===== src/acsp_pkg.sv =====
// Shared types and constants of the escape sequence parser.
package acsp_pkg;

    localparam int MAX_PARAMETERS = 16;
    localparam int PIDX_W = $clog2(MAX_PARAMETERS);
    localparam int PCNT_W = $clog2(MAX_PARAMETERS + 1);
    localparam int QUEUE_DEPTH = 4;
    localparam int QCNT_W = $clog2(QUEUE_DEPTH + 1);
    localparam int QIDX_W = $clog2(QUEUE_DEPTH);

    localparam logic [4:0] CMD_PUT_CHAR     = 5'd0;
    localparam logic [4:0] CMD_SAVE         = 5'd1;
    localparam logic [4:0] CMD_RESTORE      = 5'd2;
    localparam logic [4:0] CMD_COLORS       = 5'd3;
    localparam logic [4:0] CMD_MOVE         = 5'd4;
    localparam logic [4:0] CMD_UP           = 5'd5;
    localparam logic [4:0] CMD_DOWN         = 5'd6;
    localparam logic [4:0] CMD_FORWARD      = 5'd7;
    localparam logic [4:0] CMD_BACK         = 5'd8;
    localparam logic [4:0] CMD_ERASE_DISPLAY = 5'd9;
    localparam logic [4:0] CMD_CLEAR_LINE   = 5'd10;
    localparam logic [4:0] CMD_SCROLL_REGION = 5'd11;
    localparam logic [4:0] CMD_SHOW_CURSOR  = 5'd12;
    localparam logic [4:0] CMD_INS_CHARS    = 5'd13;
    localparam logic [4:0] CMD_DEL_CHARS    = 5'd14;
    localparam logic [4:0] CMD_INS_LINES    = 5'd15;
    localparam logic [4:0] CMD_DEL_LINES    = 5'd16;
    localparam logic [4:0] CMD_SCROLL_UP    = 5'd17;
    localparam logic [4:0] CMD_SCROLL_DOWN  = 5'd18;
    localparam logic [4:0] CMD_ATTR_REPLY   = 5'd19;
    localparam logic [4:0] CMD_STATUS_REPLY = 5'd20;
    localparam logic [4:0] CMD_POS_REPORT   = 5'd21;

    localparam logic [0:0] REG_DEFAULT_FG = 1'd0;
    localparam logic [0:0] REG_DEFAULT_BG = 1'd1;

    // pair: save followed by erase display 2
    typedef struct packed {
        logic [4:0]  cmd;
        logic [15:0] arg_a;
        logic [15:0] arg_b;
        logic        pair;
    } job_t;

endpackage


===== src/ansi_escape_sequence_parser_unit.sv =====
// Top level of the ANSI escape sequence parser.
// Input channel: byte_in with in_valid/in_stall; a beat moves when valid is
// high and stall is low. Output channel: command, arg_first, arg_second and
// last_of_run with out_valid/out_stall, one beat per display command; the
// last beat caused by an input byte has last_of_run set. A byte causes zero,
// one or two beats.
// One byte per cycle is taken while the queue has room and the parser is
// not walking; a result beat passes through the job queue and then the
// output register. After an SGR final byte the input stalls while the
// parser walks the parameter store and until it has pushed the colors job.
// Between parser and output sits a four-entry job queue; when it fills
// because the receiver stalls, in_stall rises and holds until room frees.
// Reset empties the queue and output, returns to normal mode and loads the
// default colors 7 and 0. Registers are written with cfg_write, cfg_index
// (0 foreground, 1 background) and cfg_data; the user must write them only
// while the block is idle, which the block itself does not enforce.
module ansi_escape_sequence_parser_unit (
    input  logic        clk,
    input  logic        rst_n,
    input  logic        in_valid,
    output logic        in_stall,
    input  logic [7:0]  byte_in,
    output logic        out_valid,
    input  logic        out_stall,
    output logic [4:0]  command,
    output logic [15:0] arg_first,
    output logic [15:0] arg_second,
    output logic        last_of_run,
    input  logic        cfg_write,
    input  logic [0:0]  cfg_index,
    input  logic [3:0]  cfg_data
);
    import acsp_pkg::*;

    logic q_full, push, pop, not_empty;
    job_t push_job, head;

    acsp_front u_front (
        .clk(clk), .rst_n(rst_n), .in_valid(in_valid), .in_stall(in_stall),
        .byte_in(byte_in), .cfg_write(cfg_write), .cfg_index(cfg_index),
        .cfg_data(cfg_data), .q_full(q_full), .push(push), .push_job(push_job)
    );

    acsp_queue u_queue (
        .clk(clk), .rst_n(rst_n), .push(push), .push_job(push_job), .full(q_full),
        .pop(pop), .not_empty(not_empty), .head(head)
    );

    acsp_back u_back (
        .clk(clk), .rst_n(rst_n), .not_empty(not_empty), .head(head), .pop(pop),
        .out_valid(out_valid), .out_stall(out_stall), .command(command),
        .arg_first(arg_first), .arg_second(arg_second), .last_of_run(last_of_run)
    );

endmodule


===== src/acsp_front.sv =====
// Front end: byte parser, parameter store, SGR walk and command classification.
module acsp_front (
    input  logic             clk,
    input  logic             rst_n,
    input  logic             in_valid,
    output logic             in_stall,
    input  logic [7:0]       byte_in,
    input  logic             cfg_write,
    input  logic [0:0]       cfg_index,
    input  logic [3:0]       cfg_data,
    input  logic             q_full,
    output logic             push,
    output acsp_pkg::job_t   push_job
);
    import acsp_pkg::*;

    typedef enum logic [4:0] {
        MODE_NORMAL = 5'b00001,
        MODE_ESCAPE = 5'b00010,
        MODE_CSI    = 5'b00100,
        MODE_OSC    = 5'b01000,
        MODE_WALK   = 5'b10000
    } mode_t;

    localparam logic [7:0] CH_ESC = 8'h1B;
    localparam logic [7:0] CH_BEL = 8'h07;

    mode_t       mode_reg, mode_next;
    logic [15:0] acc_reg, acc_next;
    logic        digit_reg, digit_next;
    logic        priv_reg, priv_next;
    logic [PCNT_W-1:0] cnt_reg, cnt_next;
    logic [15:0] store_reg [MAX_PARAMETERS];
    logic [3:0]  fg_reg, fg_next, bg_reg, bg_next;
    logic [3:0]  def_fg_reg, def_bg_reg;
    logic [PCNT_W-1:0] walk_idx_reg, walk_idx_next, walk_len_reg, walk_len_next;

    logic        accept;
    logic        store_en;
    logic [19:0] acc_mul;
    logic        room;
    logic [PCNT_W-1:0] cnt_eff;
    logic [15:0] p0, p1, wp;
    logic        has;

    assign in_stall = (mode_reg == MODE_WALK) || q_full;
    assign accept   = in_valid && !in_stall;
    assign room     = cnt_reg < PCNT_W'(MAX_PARAMETERS);
    assign acc_mul  = {4'd0, acc_reg} * 20'd10 + {16'd0, byte_in[3:0]};
    assign cnt_eff  = cnt_reg + PCNT_W'(digit_reg && room);
    assign has      = cnt_eff != '0;
    assign p0       = (cnt_reg == '0) ? acc_reg : store_reg[0];
    assign p1       = (cnt_reg == PCNT_W'(1)) ? acc_reg : store_reg[1];
    assign wp       = store_reg[walk_idx_reg[PIDX_W-1:0]];

    function automatic job_t mk(input logic [4:0] c, input logic [15:0] a,
                                input logic [15:0] b);
        job_t j;
        j.cmd = c;
        j.arg_a = a;
        j.arg_b = b;
        j.pair = 1'b0;
        return j;
    endfunction

    always_comb
    begin
        logic [15:0] n1;
        logic        alt;
        mode_next     = mode_reg;
        acc_next      = acc_reg;
        digit_next    = digit_reg;
        priv_next     = priv_reg;
        cnt_next      = cnt_reg;
        fg_next       = fg_reg;
        bg_next       = bg_reg;
        walk_idx_next = walk_idx_reg;
        walk_len_next = walk_len_reg;
        store_en      = 1'b0;
        push          = 1'b0;
        push_job      = mk(CMD_PUT_CHAR, 16'd0, 16'd0);
        n1  = has ? p0 : 16'd1;
        alt = (p0 == 16'd47) || (p0 == 16'd1047) || (p0 == 16'd1049);
        case (mode_reg)
            MODE_WALK:
            begin
                if (walk_idx_reg < walk_len_reg)
                begin
                    if (wp == 16'd0)
                    begin
                        fg_next = def_fg_reg;
                        bg_next = def_bg_reg;
                    end
                    else if (wp >= 16'd30 && wp <= 16'd37)
                        fg_next = 4'(wp - 16'd30);
                    else if (wp >= 16'd40 && wp <= 16'd47)
                        bg_next = 4'(wp - 16'd40);
                    else if (wp >= 16'd90 && wp <= 16'd97)
                        fg_next = 4'(wp - 16'd82);
                    else if (wp >= 16'd100 && wp <= 16'd107)
                        bg_next = 4'(wp - 16'd92);
                    walk_idx_next = walk_idx_reg + PCNT_W'(1);
                end
                else if (!q_full)
                begin
                    push      = 1'b1;
                    push_job  = mk(CMD_COLORS, {12'd0, fg_reg}, {12'd0, bg_reg});
                    mode_next = MODE_NORMAL;
                end
            end
            MODE_NORMAL:
            begin
                if (accept)
                begin
                    if (byte_in == CH_ESC)
                        mode_next = MODE_ESCAPE;
                    else
                    begin
                        push     = 1'b1;
                        push_job = mk(CMD_PUT_CHAR, {8'd0, byte_in}, 16'd0);
                    end
                end
            end
            MODE_ESCAPE:
            begin
                if (accept)
                begin
                    if (byte_in == "[")
                        mode_next = MODE_CSI;
                    else if (byte_in == "]")
                        mode_next = MODE_OSC;
                    else
                    begin
                        mode_next = MODE_NORMAL;
                        if (byte_in == "7")
                        begin
                            push     = 1'b1;
                            push_job = mk(CMD_SAVE, 16'd0, 16'd0);
                        end
                        else if (byte_in == "8")
                        begin
                            push     = 1'b1;
                            push_job = mk(CMD_RESTORE, 16'd0, 16'd0);
                        end
                    end
                end
            end
            MODE_OSC:
            begin
                if (accept && (byte_in == CH_BEL || byte_in == CH_ESC))
                    mode_next = MODE_NORMAL;
            end
            MODE_CSI:
            begin
                if (accept)
                begin
                    if (byte_in >= "0" && byte_in <= "9")
                    begin
                        acc_next   = (acc_mul > 20'hFFFF) ? 16'hFFFF : acc_mul[15:0];
                        digit_next = 1'b1;
                    end
                    else if (byte_in == ";")
                    begin
                        store_en   = room;
                        cnt_next   = cnt_reg + PCNT_W'(room);
                        acc_next   = 16'd0;
                        digit_next = 1'b0;
                    end
                    else if (byte_in == "?")
                        priv_next = 1'b1;
                    else
                    begin
                        store_en   = digit_reg && room;
                        cnt_next   = '0;
                        acc_next   = 16'd0;
                        digit_next = 1'b0;
                        priv_next  = 1'b0;
                        mode_next  = MODE_NORMAL;
                        push       = 1'b1;
                        case (byte_in)
                            "m":
                            begin
                                push          = 1'b0;
                                mode_next     = MODE_WALK;
                                fg_next       = def_fg_reg;
                                bg_next       = def_bg_reg;
                                walk_idx_next = '0;
                                walk_len_next = cnt_eff;
                            end
                            "H", "f": push_job = mk(CMD_MOVE, n1,
                                (cnt_eff > PCNT_W'(1)) ? p1 : 16'd1);
                            "A": push_job = mk(CMD_UP, n1, 16'd0);
                            "B": push_job = mk(CMD_DOWN, n1, 16'd0);
                            "C": push_job = mk(CMD_FORWARD, n1, 16'd0);
                            "D": push_job = mk(CMD_BACK, n1, 16'd0);
                            "J": push_job = mk(CMD_ERASE_DISPLAY, has ? p0 : 16'd0, 16'd0);
                            "K": push_job = mk(CMD_CLEAR_LINE, has ? p0 : 16'd0, 16'd0);
                            "r": push_job = mk(CMD_SCROLL_REGION, n1,
                                (cnt_eff > PCNT_W'(1)) ? p1 : 16'd0);
                            "h":
                            begin
                                push = priv_reg && has && (p0 == 16'd25 || alt);
                                if (p0 == 16'd25)
                                    push_job = mk(CMD_SHOW_CURSOR, 16'd1, 16'd0);
                                else
                                begin
                                    push_job      = mk(CMD_SAVE, 16'd0, 16'd0);
                                    push_job.pair = 1'b1;
                                end
                            end
                            "l":
                            begin
                                push = priv_reg && has && (p0 == 16'd25 || alt);
                                if (p0 == 16'd25)
                                    push_job = mk(CMD_SHOW_CURSOR, 16'd0, 16'd0);
                                else
                                    push_job = mk(CMD_RESTORE, 16'd0, 16'd0);
                            end
                            "I": push_job = mk(CMD_INS_CHARS, n1, 16'd0);
                            "P": push_job = mk(CMD_DEL_CHARS, n1, 16'd0);
                            "L": push_job = mk(CMD_INS_LINES, n1, 16'd0);
                            "M": push_job = mk(CMD_DEL_LINES, n1, 16'd0);
                            "S": push_job = mk(CMD_SCROLL_UP, n1, 16'd0);
                            "T": push_job = mk(CMD_SCROLL_DOWN, n1, 16'd0);
                            "c":
                            begin
                                push     = !has || p0 == 16'd0;
                                push_job = mk(CMD_ATTR_REPLY, 16'd0, 16'd0);
                            end
                            "n":
                            begin
                                push = !has || p0 == 16'd5 || p0 == 16'd6;
                                push_job = mk((has && p0 == 16'd6) ? CMD_POS_REPORT
                                              : CMD_STATUS_REPLY, 16'd0, 16'd0);
                            end
                            "s": push_job = mk(CMD_SAVE, 16'd0, 16'd0);
                            "u": push_job = mk(CMD_RESTORE, 16'd0, 16'd0);
                            default: push = 1'b0;
                        endcase
                    end
                end
            end
            default: mode_next = MODE_NORMAL;
        endcase
    end

    always_ff @(posedge clk or negedge rst_n)
    begin
        if (!rst_n)
        begin
            mode_reg     <= MODE_NORMAL;
            acc_reg      <= 16'd0;
            digit_reg    <= 1'b0;
            priv_reg     <= 1'b0;
            cnt_reg      <= '0;
            walk_idx_reg <= '0;
            walk_len_reg <= '0;
            def_fg_reg   <= 4'd7;
            def_bg_reg   <= 4'd0;
        end
        else
        begin
            mode_reg     <= mode_next;
            acc_reg      <= acc_next;
            digit_reg    <= digit_next;
            priv_reg     <= priv_next;
            cnt_reg      <= cnt_next;
            walk_idx_reg <= walk_idx_next;
            walk_len_reg <= walk_len_next;
            if (cfg_write && cfg_index == REG_DEFAULT_FG)
                def_fg_reg <= cfg_data;
            if (cfg_write && cfg_index == REG_DEFAULT_BG)
                def_bg_reg <= cfg_data;
        end
    end

    always_ff @(posedge clk)
    begin
        fg_reg <= fg_next;
        bg_reg <= bg_next;
        if (store_en)
            store_reg[cnt_reg[PIDX_W-1:0]] <= acc_reg;
    end

endmodule


===== src/acsp_queue.sv =====
// Short job queue between parser front and output back end.
module acsp_queue (
    input  logic           clk,
    input  logic           rst_n,
    input  logic           push,
    input  acsp_pkg::job_t push_job,
    output logic           full,
    input  logic           pop,
    output logic           not_empty,
    output acsp_pkg::job_t head
);
    import acsp_pkg::*;

    job_t              slot_reg [QUEUE_DEPTH];
    logic [QIDX_W-1:0] rd_reg, rd_next, wr_reg, wr_next;
    logic [QCNT_W-1:0] cnt_reg, cnt_next;
    logic              do_pop;

    assign full      = cnt_reg == QCNT_W'(QUEUE_DEPTH);
    assign not_empty = cnt_reg != '0;
    assign head      = slot_reg[rd_reg];
    assign do_pop    = pop && not_empty;
    assign rd_next   = rd_reg + QIDX_W'(do_pop);
    assign wr_next   = wr_reg + QIDX_W'(push);
    assign cnt_next  = cnt_reg + QCNT_W'(push) - QCNT_W'(do_pop);

    always_ff @(posedge clk or negedge rst_n)
    begin
        if (!rst_n)
        begin
            rd_reg  <= '0;
            wr_reg  <= '0;
            cnt_reg <= '0;
        end
        else
        begin
            rd_reg  <= rd_next;
            wr_reg  <= wr_next;
            cnt_reg <= cnt_next;
        end
    end

    always_ff @(posedge clk)
    begin
        if (push)
            slot_reg[wr_reg] <= push_job;
    end

endmodule


===== src/acsp_back.sv =====
// Back end: expands jobs into result beats and holds the output register.
module acsp_back (
    input  logic           clk,
    input  logic           rst_n,
    input  logic           not_empty,
    input  acsp_pkg::job_t head,
    output logic           pop,
    output logic           out_valid,
    input  logic           out_stall,
    output logic [4:0]     command,
    output logic [15:0]    arg_first,
    output logic [15:0]    arg_second,
    output logic           last_of_run
);
    import acsp_pkg::*;

    logic        valid_reg, second_reg;
    logic [4:0]  cmd_reg;
    logic [15:0] a_reg, b_reg;
    logic        last_reg;
    logic        load;

    assign load = !valid_reg || !out_stall;
    assign pop  = load && !second_reg && not_empty;

    always_ff @(posedge clk or negedge rst_n)
    begin
        if (!rst_n)
        begin
            valid_reg  <= 1'b0;
            second_reg <= 1'b0;
        end
        else if (load)
        begin
            if (second_reg)
            begin
                valid_reg  <= 1'b1;
                second_reg <= 1'b0;
            end
            else
            begin
                valid_reg  <= not_empty;
                second_reg <= not_empty && head.pair;
            end
        end
    end

    always_ff @(posedge clk)
    begin
        if (load)
        begin
            if (second_reg)
            begin
                cmd_reg  <= CMD_ERASE_DISPLAY;
                a_reg    <= 16'd2;
                b_reg    <= 16'd0;
                last_reg <= 1'b1;
            end
            else
            begin
                cmd_reg  <= head.cmd;
                a_reg    <= head.arg_a;
                b_reg    <= head.arg_b;
                last_reg <= !head.pair;
            end
        end
    end

    assign out_valid   = valid_reg;
    assign command     = cmd_reg;
    assign arg_first   = a_reg;
    assign arg_second  = b_reg;
    assign last_of_run = last_reg;

endmodule


===== config.mk =====
export PLATFORM = sky130hd
export DESIGN_NAME = ansi_escape_sequence_parser_unit
export DESIGN_NICKNAME = d
export VERILOG_FILES = /design/src/acsp_pkg.sv /design/src/ansi_escape_sequence_parser_unit.sv /design/src/acsp_front.sv /design/src/acsp_queue.sv /design/src/acsp_back.sv
export SDC_FILE = /design/constraint.sdc
export NUM_CORES = 1
export LEC_CHECK = 0
export BUFFER_PORTS_ARGS = -buffer_cell sky130_fd_sc_hd__buf_2
export CORE_MARGIN = 2
export CORE_UTILIZATION = 60
export CTS_CLUSTER_SIZE = 25
export DETAILED_ROUTE_END_ITERATION = 8
export PLACE_DENSITY_LB_ADDON = 0.08
export REMOVE_ABC_BUFFERS = 1
export SLEW_MARGIN = 25
export SYNTH_ARGS = -nofsm -noshare
export SYNTH_HDL_FRONTEND = slang
export SYNTH_SLANG_ARGS = --single-unit

===== constraint.sdc =====
create_clock -name clk -period 7.45 [get_ports clk]
set_clock_uncertainty 0.15 [all_clocks]
set_input_delay 0.745 -clock clk [delete_from_list [all_inputs] [get_ports clk]]
set_output_delay 0.745 -clock clk [all_outputs]
set_load 0.02 [all_outputs]

After elaboration in Yosys (flattened, before gate mapping) --
Memories as Yosys holds them, arrays and structs flattened. Index checks and enable logic that the tools add are counted.
Word-level totals: bits of input ports 18, memories 2, bits in writable memories 408, output and inout bits 40, flip-flop bits (word level) 101
Operators by class: muxes and demuxes 104, equality and inequality tests 62, reduce and logical (&&, ||, !) cells 49, $mul 1, bitwise operators 4, magnitude comparators 14, $add $sub $neg 12
Memories:
- u_front.store_reg | depth 16, width 16, rd ports 3, clocked after memory_dff 0, wr ports 1, RTL line acsp_front.sv:33 | logic [15:0] store_reg [MAX_PARAMETERS];
- u_queue.slot_reg | depth 4, width 38, rd ports 1, clocked after memory_dff 0, wr ports 1, RTL line acsp_queue.sv:14 | job_t slot_reg [QUEUE_DEPTH];
Operators with widths (count):
- $pmux W38 S20 | 1
- $mux W38 | 10
- $eq A8 B7 Y1 const B | 24
- $mux W16 | 10
- $pmux W38 S4 | 1
- $mux W5 | 20
- $mux W4 | 22
- $mux W37 | 2
- $mux W35 | 2
- $eq A16 B11 Y1 const B | 2
- $eq A16 B3 Y1 const B | 2
- $eq A8 B6 Y1 const B | 4
- $ge A16 B7 Y1 const B | 2
- $le A16 B6 Y1 const B | 2
- $le A16 B7 Y1 const B | 2
- $logic_not A16 Y1 | 2
- $mux W1 | 29
- $mux W25 | 1
- $pmux W5 S5 | 1
- $add A20 B4 Y20 | 1
- $gt A20 B16 Y1 const B | 1
- $reduce_and A10 Y1 | 2
- $mul A16 B3 Y19 const B | 1
- $logic_and A1 B1 Y1 | 17
- other kinds (46) | 85

Longest topological paths before layout --
Gate-level depths: netlist (run 1).
word-level depth 15, mapped depth 16

Modules after synthesis --
Synthesis (run 1) repeated with hierarchy kept, for this count alone.
Second synthesis, totals: cell total of the unflattened synthesis 1480, area, all modules 22635.5 sq um
By module, submodules not included:
- acsp_front | instances 1, cells an instance 1164, sequential area each 9083.7 sq um, area each 15249.6 sq um
- acsp_queue | instances 1, cells an instance 228, sequential area each 4739.5 sq um, area each 5889.4 sq um
- acsp_back | instances 1, cells an instance 88, sequential area each 1191.1 sq um, area each 1496.4 sq um

Worst setup path before layout (run 1) --
Ideal clock, no wire load.
kind input port to flip-flop, start point input port byte_in[4], end point memory u_queue.slot_reg[0][0] in the netlist's numbering (enable), path slack 1.919 ns, arrival time 4.900 ns, path buffers 1, stages 9, required time 6.819 ns, path through clkbuf_1 -> nor4b_1 -> nand3_1 -> a21o_1 -> nand4_1 -> a2111oi_0 -> o21ai_1 -> a221oi_1 -> nor3_1
Between the ends: word-level cells in the longest chain between the ends 10, elaborated cells between the ends (all ways) 48, those cells by class order compare (2); eq/ne (28); mux (15); reduce/logical (3)
Ends and longest elaborated chain:
- start: declaration | RTL line ansi_escape_sequence_parser_unit.sv:22 | input logic [7:0] byte_in,
- $eq A8 B7 Y1 | RTL line acsp_front.sv:180 | case (byte_in)
- $reduce_or A17 Y1 (no source line) or $reduce_or A2 Y1 (tied branches)
- $pmux W1 S4 | RTL line acsp_front.sv:180
- $mux W1 | RTL line acsp_front.sv:169 | else if (byte_in == "?")
- $mux W1 | RTL line acsp_front.sv:162 | else if (byte_in == ";")
- $mux W1 | RTL line acsp_front.sv:157 | if (byte_in >= "0" && byte_in <= "9")
- $mux W1 | RTL line acsp_front.sv:155 | if (accept)
- $pmux W1 S4 (*) | RTL line acsp_front.sv:84 | case (mode_reg)
- $mux W1 (*) | RTL line acsp_queue.sv:45 | if (push)
- $mux W1 (not written as such) (*) | RTL line acsp_queue.sv:46 | slot_reg[wr_reg] <= push_job;
- end: declaration | RTL line acsp_queue.sv:14
Every way passes the cells marked *; elsewhere a longest branch is shown, timed or not.

Worst setup path in the final report (run 1) --
start point register u_front.walk_idx_reg[0], end point register u_front.fg_reg[3] (data pin)
Between the ends: word-level cells in the longest chain between the ends 8, elaborated cells between the ends (all ways) 13, those cells by class add/sub (2); order compare (2); mux (6); reduce/logical (2); memory (1)
Ends and longest elaborated chain:
- start: declaration | RTL line acsp_front.sv:36 | logic [PCNT_W-1:0] walk_idx_reg, walk_idx_next, walk_len_reg, walk_len_next;
- start signal: assignment | RTL line acsp_front.sv:268 | walk_idx_reg <= walk_idx_next;
- $mem_v2 Z16 W16 (*)
- branches (longest 4 deep; another with $ge A16 B5 Y1)
- $mux W4 (*) | RTL line acsp_front.sv:89 | if (wp == 16'd0)
- $mux W4 (*) | RTL line acsp_front.sv:87 | if (walk_idx_reg < walk_len_reg)
- $pmux W4 S2 (*) | RTL line acsp_front.sv:84
- via u_front.fg_next[3] | RTL line acsp_front.sv:34 | logic [3:0] fg_reg, fg_next, bg_reg, bg_next;
- end signal: assignment | RTL line acsp_front.sv:279 | fg_reg <= fg_next;
- end: declaration | RTL line acsp_front.sv:34
Mark *: on every way through the listed nets, which the timed path passes. The select of a mux whose other input is x is not followed. A chain may end at the register's enable or synchronous reset.

==> results of run 1 <==
## cell families after synthesis
family / synth area share [%]
xor+xnor: 1.44
fa+ha+maj: 3.08
flops: 66.8
compound gates: 6.69
mux: 9.33
simple gates: 10.6
buf+inv: 2.10
## per-stage QoR
stage	utilization (%)	power (W)	hold slack [ns]	worst slack [ns]
global route	67.9	0.00717	0.177	2.27
floorplan	-	0.00422	0.299	0.986
global placement	63.5	0.00450	0.342	2.68
detailed placement	63.5	0.00451	0.351	2.64
CTS	67.9	0.00696	0.152	2.64
finish	67.9	0.00689	0.146	2.68
## power breakdown
group          switching [W]  leakage (nW)  internal [W]
registers           0.000100          4.91       0.00338
clock network        0.00102         0.765       0.00144
logic               0.000537          3.28      0.000420
## synthesized netlist by cell type, drive strengths merged, types with 14 or more instances
| cell | instances |
|---|---|
| mux2 | 20 |
| mux4 | 73 |
| or2 | 14 |
| nor2 | 109 |
| buf | 26 |
| nor2b | 46 |
| nor4 | 21 |
| dfrtp | 51 |
| inv | 36 |
| a21oi | 61 |
| xnor2 | 24 |
| edfxtp | 454 |
| clkbuf | 39 |
| nand3 | 28 |
| nor3 | 46 |
| mux2i | 21 |
| ha | 49 |
| o21ai | 58 |
| nand2 | 122 |
## routing by layer
layer / vias up / global-route usage [%]
li1: 6025 / -
met1: 6692 / 35.9
met2: 427 / 41.5
met3: 85 / 5.09
met4: 0 / 8.19
met5: - / 0
## worst paths after layout
| check | startpoint | end | slack [ns] |
|---|---|---|---|
| max | u_front.walk_idx_reg[0] | u_front.fg_reg[3] | 2.68 |
| min | rst_n | u_back.second_reg | 0.15 |
| max reg2reg | u_front.walk_idx_reg[0] | u_front.fg_reg[3] | 2.68 |
| min reg2reg | u_front.def_bg_reg[3] | u_front.def_bg_reg[3] | 0.37 |
| max in group asynchronous | rst_n | u_front.walk_idx_reg[0] | 6.45 |
| min in group clk | cfg_data[2] | u_front.def_fg_reg[2] | 0.24 |
## layout make-up
class | count | area, um^2 | share of cell area (%)
well taps | 468 | 586 | 2.35
multi-input cells | 903 | 7070 | 28.3
clock inverters | 29 | 300 | 1.20
clock buffers | 61 | 1290 | 5.18
inverters | 37 | 139 | 0.556
repair buffers | 93 | 556 | 2.23
flip-flops and latches | 509 | 15000 | 60.2
## worst max-delay path, cell delays in order (launching register included)
cell and delay (ns):
dfrtp_2 0.97, buf_4 0.47, mux4_2 0.58, a221oi_4 0.49
inv_1 0.16, ha_1 0.24, and3_1 0.15, o21bai_1 0.27
inv_1 0.10, fa_1 0.38, xnor2_1 0.15, xnor2_1 0.14
mux2_4 0.26
==> impl_results.md, run 1 <==
* Worst setup EP type: flip-flop
* CP max FO at 34
* Post-Place Cells at 2010
* Slew @ Worst Pin at 1.02 ns
* CTS resizes at 0
* Wire length per cell at 23.1 um
* CP Class: reg -> reg
* Number of antenna violations at the first check in global routing at 0
* Wire length after detailed routing at 48500 um
* Unrepaired setup endpoints after global routing: no
* Grt ovf at 0
* Distinct cell type count after synthesis at 88
* Met2 wirelength from detailed routing at 23400 um
* Final worst path period share at 64.1%
* Data arrival at the endpoint of the critical path at 4.95 ns
* Total CTS buffers at 49
* Remaining max-slew budget at the tightest pin at 31.9%
* Global-route wire length before repair at 75400 um
* Iteration count of the initial detailed-routing pass at 5
* PortBufs at 57
* Cell count after synthesis at 1514
* Average vias per placed instance at 6.30
* Final total negative setup slack at 0 ns
* Clk Latency, worst-skew pair at 0.58 ns
* Clock tree from TritonCTS: done
* Max-capacitance violation count at 0
* Power density of the placed cells at 276 mW/mm^2
* Antenna-violating nets left at 0
* Worst Hold Class: in -> async
* Post-layout instance area at 0.0250 mm^2
* Total Die Area at 0.0391 mm^2
* Share of layout cells above drive strength 1 at 18.2%
* Register clock-pin slew on the reported worst setup and hold paths at 0.06 ns
* # rows at 70
* Dominant cells by area after synthesis: edfxtp_1 61%, mux4_2 7.3%, dfrtp_1 5.7%, ha_1 2.7%, nand2_1 2.0%
* Total routed wire length on the met1 layer at 20800 um
* Highest-count cells in the layout ignoring fill and taps: 454 x edfxtp_1, 119 x nand2_1, 98 x nor2_1
* Worst endpoint required time at 7.63 ns
* Number of flip-flops in the largest register at 256
* Via count of the routed design at 13200
* Area added between synthesis and finish at 11.0%
* Number of top-level design ports at 58
* Depth of the worst register-to-register path at 12
* Number of DRC violations after detailed routing at 0
* Min cycle time layout at 4.77 ns
* Max Freq at 210 MHz
* Yosys Warn Count at 0
* 1st-iter DRT viols at 1045
* Final setup vio count at 0
* Peak supply drop at 249 uV
* Uppermost metal layer occupied by signal nets: met4
* CTS root buf: clkbuf_16
* Met3 wire len at 2940 um
* Core region area at 0.0368 mm^2
* Number of storage elements in the synthesis netlist at 509
* Number of global-route vias before repair at 13000
* Diode count at 0
* Average cell area after synthesis at 14.9 um^2
* Half-perimeter wire length after placement at 30700 um
* Synthesized cell area at 0.0225 mm^2
* Starting density of the core at 61.1%
* CTS HTree Levels at 2
* Fill cell total of the finished layout at 2554
* Max clock buf depth at 3
* Worst Setup Start Kind: flip-flop
* Buffers inserted during post-CTS setup optimization at 0
* Final hold vios at 0
* Count of flip-flops with a built-in enable after synthesis at 454
* Height of the die at 198 um
* Clock tree sinks at 509
* Max-slew violation count at 0
* Number of nets in the finished design at 1664
* Run status: complete, no violations
* Most common library cell in the layout ignoring fill and taps: edfxtp_1
* Top_reg_cell synth: edfxtp_1
* Static Leakage at 8.96 nW
* Maximum number of pins on one net before global-route repair at 56
* Fraction of the yosys area taken by sequential cells at 66.8%
* Total track usage at 25.8%
* Share of the synthesized area in the top cell type at 60.6%
* Cell Area, Placed at 0.0234 mm^2
* Area leader, netlist: edfxtp_1
* Chip width at 198 um
* Share of synthesized flip-flops with an asynchronous set or reset at 10.8%
* Cts hold-fix bufs at 0
* Non-filler instance count after layout at 2100
* Routability congestion estimate from global placement at 0.890
(Power assumes the default switching activity.)
==> inputs of run 2 (changes only) <==
--- a/config.mk
+++ b/config.mk
@@ -7,7 +7,7 @@
 export LEC_CHECK = 0
 export BUFFER_PORTS_ARGS = -buffer_cell sky130_fd_sc_hd__buf_2
 export CORE_MARGIN = 2
-export CORE_UTILIZATION = 60
+export CORE_UTILIZATION = 56
 export CTS_CLUSTER_SIZE = 25
 export DETAILED_ROUTE_END_ITERATION = 8
 export PLACE_DENSITY_LB_ADDON = 0.08
==> constraint.sdc (replaced) <==
create_clock -name clk -period 3.9 [get_ports clk]
set_clock_uncertainty 0.15 [all_clocks]
set_input_delay 0.39 -clock clk [delete_from_list [all_inputs] [get_ports clk]]
set_output_delay 0.39 -clock clk [all_outputs]
set_load 0.02 [all_outputs]
==> impl_results.md, run 2 (synthesized netlist as in run 1, its figures left out) <==
* Iteration count of the initial detailed-routing pass at 6 (+1)
* Final hold vios at 0 (unchanged)
* Worst Hold Path Cells at 3
* Worst Hold Class: in -> reg
* Hold_ws at 0.0459 ns (-0.0996 ns)
* Finished Core Util at 65.3% (-2.5 points)
* Maximum number of pins on one net before global-route repair at 41 (-27%)
* Clock tree from TritonCTS: done
* Worst hold path endpoint: u_front.def_fg_reg[2]
* CP max FO at 10 (-71%)
* Routability congestion estimate from global placement at 0.884 (-0.66%)
* Endpoint of the worst-slack reg-to-reg timing path: u_front.bg_reg[2]
* Post-layout instance area at 0.0260 mm^2 (+4.0%)
* Global-route layer with the greatest usage: met2
* Non-filler instance count after layout at 2241 (+6.7%)
* Worst Min Path Start: cfg_index
* 1st-iter DRT viols at 957 (-8.4%)
* Via count of the routed design at 13500 (+2.4%)
* Wire length after detailed routing at 51500 um (+6.2%)
* Worst Setup Start Kind: flip-flop
* Height of the die at 204 um (+3.4%)
* Clk Latency, worst-skew pair at 0.59 ns (about the same)
* Highest-count cells in the layout ignoring fill and taps: 454 x edfxtp_1, 119 x nand2_1, 106 x nor2_1
* Half-perimeter wire length after placement at 35000 um (+14%)
* Data arrival at the endpoint of the critical path at 3.85 ns (-1.10 ns)
* Final worst path period share at 94.8% (+31 points)
* Share of layout cells above drive strength 1 at 21.9% (+3.7 points)
* Static Leakage at 9.27 nW (+3.4%)
* Worst setup margin at 0.204 ns (-2.47 ns)
* Startpoint of the worst register-to-register path: u_front.walk_idx_reg[0]
* Grt ovf at 0 (unchanged)
* Slew @ Worst Pin at 0.924 ns (-0.0968 ns)
* Reg-to-reg setup timing slack at 0.20 ns (-2.47 ns)
* Global-route wire length before repair at 79600 um (+5.5%)
* # rows at 73 (+4.3%)
* Clock tree sinks at 509 (unchanged)
* Area added between synthesis and finish at 15.4%
* Power density of the placed cells at 504 mW/mm^2 (+83%)
* Peak supply drop at 515 uV (+110%)
* Diode count at 0 (unchanged)
* Total CTS buffers at 50 (+2.0%)
* Remaining max-slew budget at the tightest pin at 38.4% (+6.5 points)
* Global routing usage on met3 at 3.60% (-1.5 points)
* Max-capacitance violation count at 0 (unchanged)
* Max-slew violation count at 0 (unchanged)
* Met2 capacity usage during global routing at 41.4% (-0.12 points)
* Number of flip-flops in the largest register at 256 (unchanged)
* CTS root buf: clkbuf_16
* Met1 Track Usage GR at 35.7% (-0.28 points)
* Wire length per cell at 23.0 um (-0.50%)
* Chip width at 204 um (+3.4%)
* Antenna-violating nets left at 0 (unchanged)
* PortBufs at 57 (unchanged)
* Launch point of the critical path: u_front.walk_idx_reg[0]
* Number of antenna violations at the first check in global routing at 1 (+1)
* Core region area at 0.0397 mm^2 (+8.0%)
* CTS HTree Levels at 2 (unchanged)
* Starting density of the core at 56.6% (-4.5 points)
* Cell Area, Placed at 0.0243 mm^2 (+3.9%)
* Max Freq at 271 MHz (+29%)
* Depth of the worst register-to-register path at 13 (+1)
* Register clock-pin slew on the reported worst setup and hold paths at 0.07 ns (about the same)
* Unrepaired setup endpoints after global routing: yes
* Number of nets in the finished design at 1756 (+5.5%)
* Total Die Area at 0.0418 mm^2 (+7.0%)
* Number of DRC violations after detailed routing at 0 (unchanged)
* Average vias per placed instance at 6.04 (-4.1%)
* Worst setup EP type: flip-flop
* Number of global-route vias before repair at 13400 (+3.0%)
* Post-Place Cells at 2143 (+6.6%)
* Final setup vio count at 0 (unchanged)
* Number of top-level design ports at 58 (unchanged)
* Total track usage at 25.5% (-0.31 points)
* Run status: complete, no violations
* Worst endpoint required time at 4.05 ns (-3.58 ns)
* Pre-CTS setup slack at 0.0442 ns (-2.60 ns)
* CP Class: reg -> reg
* Most common library cell in the layout ignoring fill and taps: edfxtp_1
* Min cycle time layout at 3.70 ns (-1.08 ns)
* Max clock buf depth at 3 (unchanged)
-- run 2: cell types whose count changed in the layout (fill, tap and decap cells not counted), moves of 5 or more --
cell	change
buf_4	+60
buf_12	+24
nor2_1	+8
dlygate4sd3_1	+7
nor2_2	-8
clkinv_1	-5
-- run 2: layout make-up --
| type | count | area [um^2] |
|---|---|---|
| inverters | 37 | 139 |
| multi-input cells | 903 | 7070 |
| clock buffers | 61 | 1310 |
| flip-flops and latches | 509 | 15000 |
| well taps | 525 | 657 |
| clock inverters | 22 | 194 |
| fillers | 2867 | 13800 |
| repair buffers | 184 | 1560 |
-- run 2: per-stage QoR --
| stage | TNS, ns | power (W) |
|---|---|---|
| final | 0 | 0.0131 |
| after global routing | -0.00496 | 0.0136 |
| after CTS | 0 | 0.0132 |
| after detailed placement | 0 | 0.00873 |
| after global placement | 0 | 0.00868 |
| after floorplan | -331.44 | 0.00806 |
-- run 2: where the power goes --
part	switching, W	internal [W]	leakage [nW]
logic	0.00106	0.000864	3.71
clock network	0.00194	0.00258	0.736
registers	0.000199	0.00645	4.82
-- run 2: worst max-delay path by stage --
stage | endpoint | slack, ns | depth (start not counted)
after floorplan | u_queue.slot_reg[0][0] | -2.56 | 8
after global placement | u_front.fg_reg[3] | 0.11 | 13
after detailed placement | u_queue.cnt_reg[2] | 0.04 | 15
after CTS | u_queue.cnt_reg[2] | 0.03 | 15
after global routing | u_queue.cnt_reg[2] | -0.005 | 15
final | u_front.bg_reg[2] | 0.20 | 13
-- run 2: worst max-delay path, stage by stage, from the launching register on --
cell	delay (ns)
dfrtp_4	0.50
buf_4	0.14
mux4_2	0.49
a22o_1	0.26
a221oi_4	0.22
inv_1	0.12
ha_1	0.21
and2_1	0.15
a311o_1	0.32
a32oi_1	0.23
and3_1	0.21
o21ai_1	0.07
a21oi_1	0.18
buf_4	0.16
-- run 2: what timing repair did --
action | CTS | global route
hold endpoints to repair | 45 | 0
setup endpoints to repair | 0 | 16
hold buffers | 7 | 0
resized for setup | 0 | 7
setup buffers | 0 | 8
-- run 2: routing by layer --
layer	routed length, um	up-vias
li1	-	6214
met1	22500	6832
met2	24900	395
met3	2530	101
met4	1490	2
met5	18	-
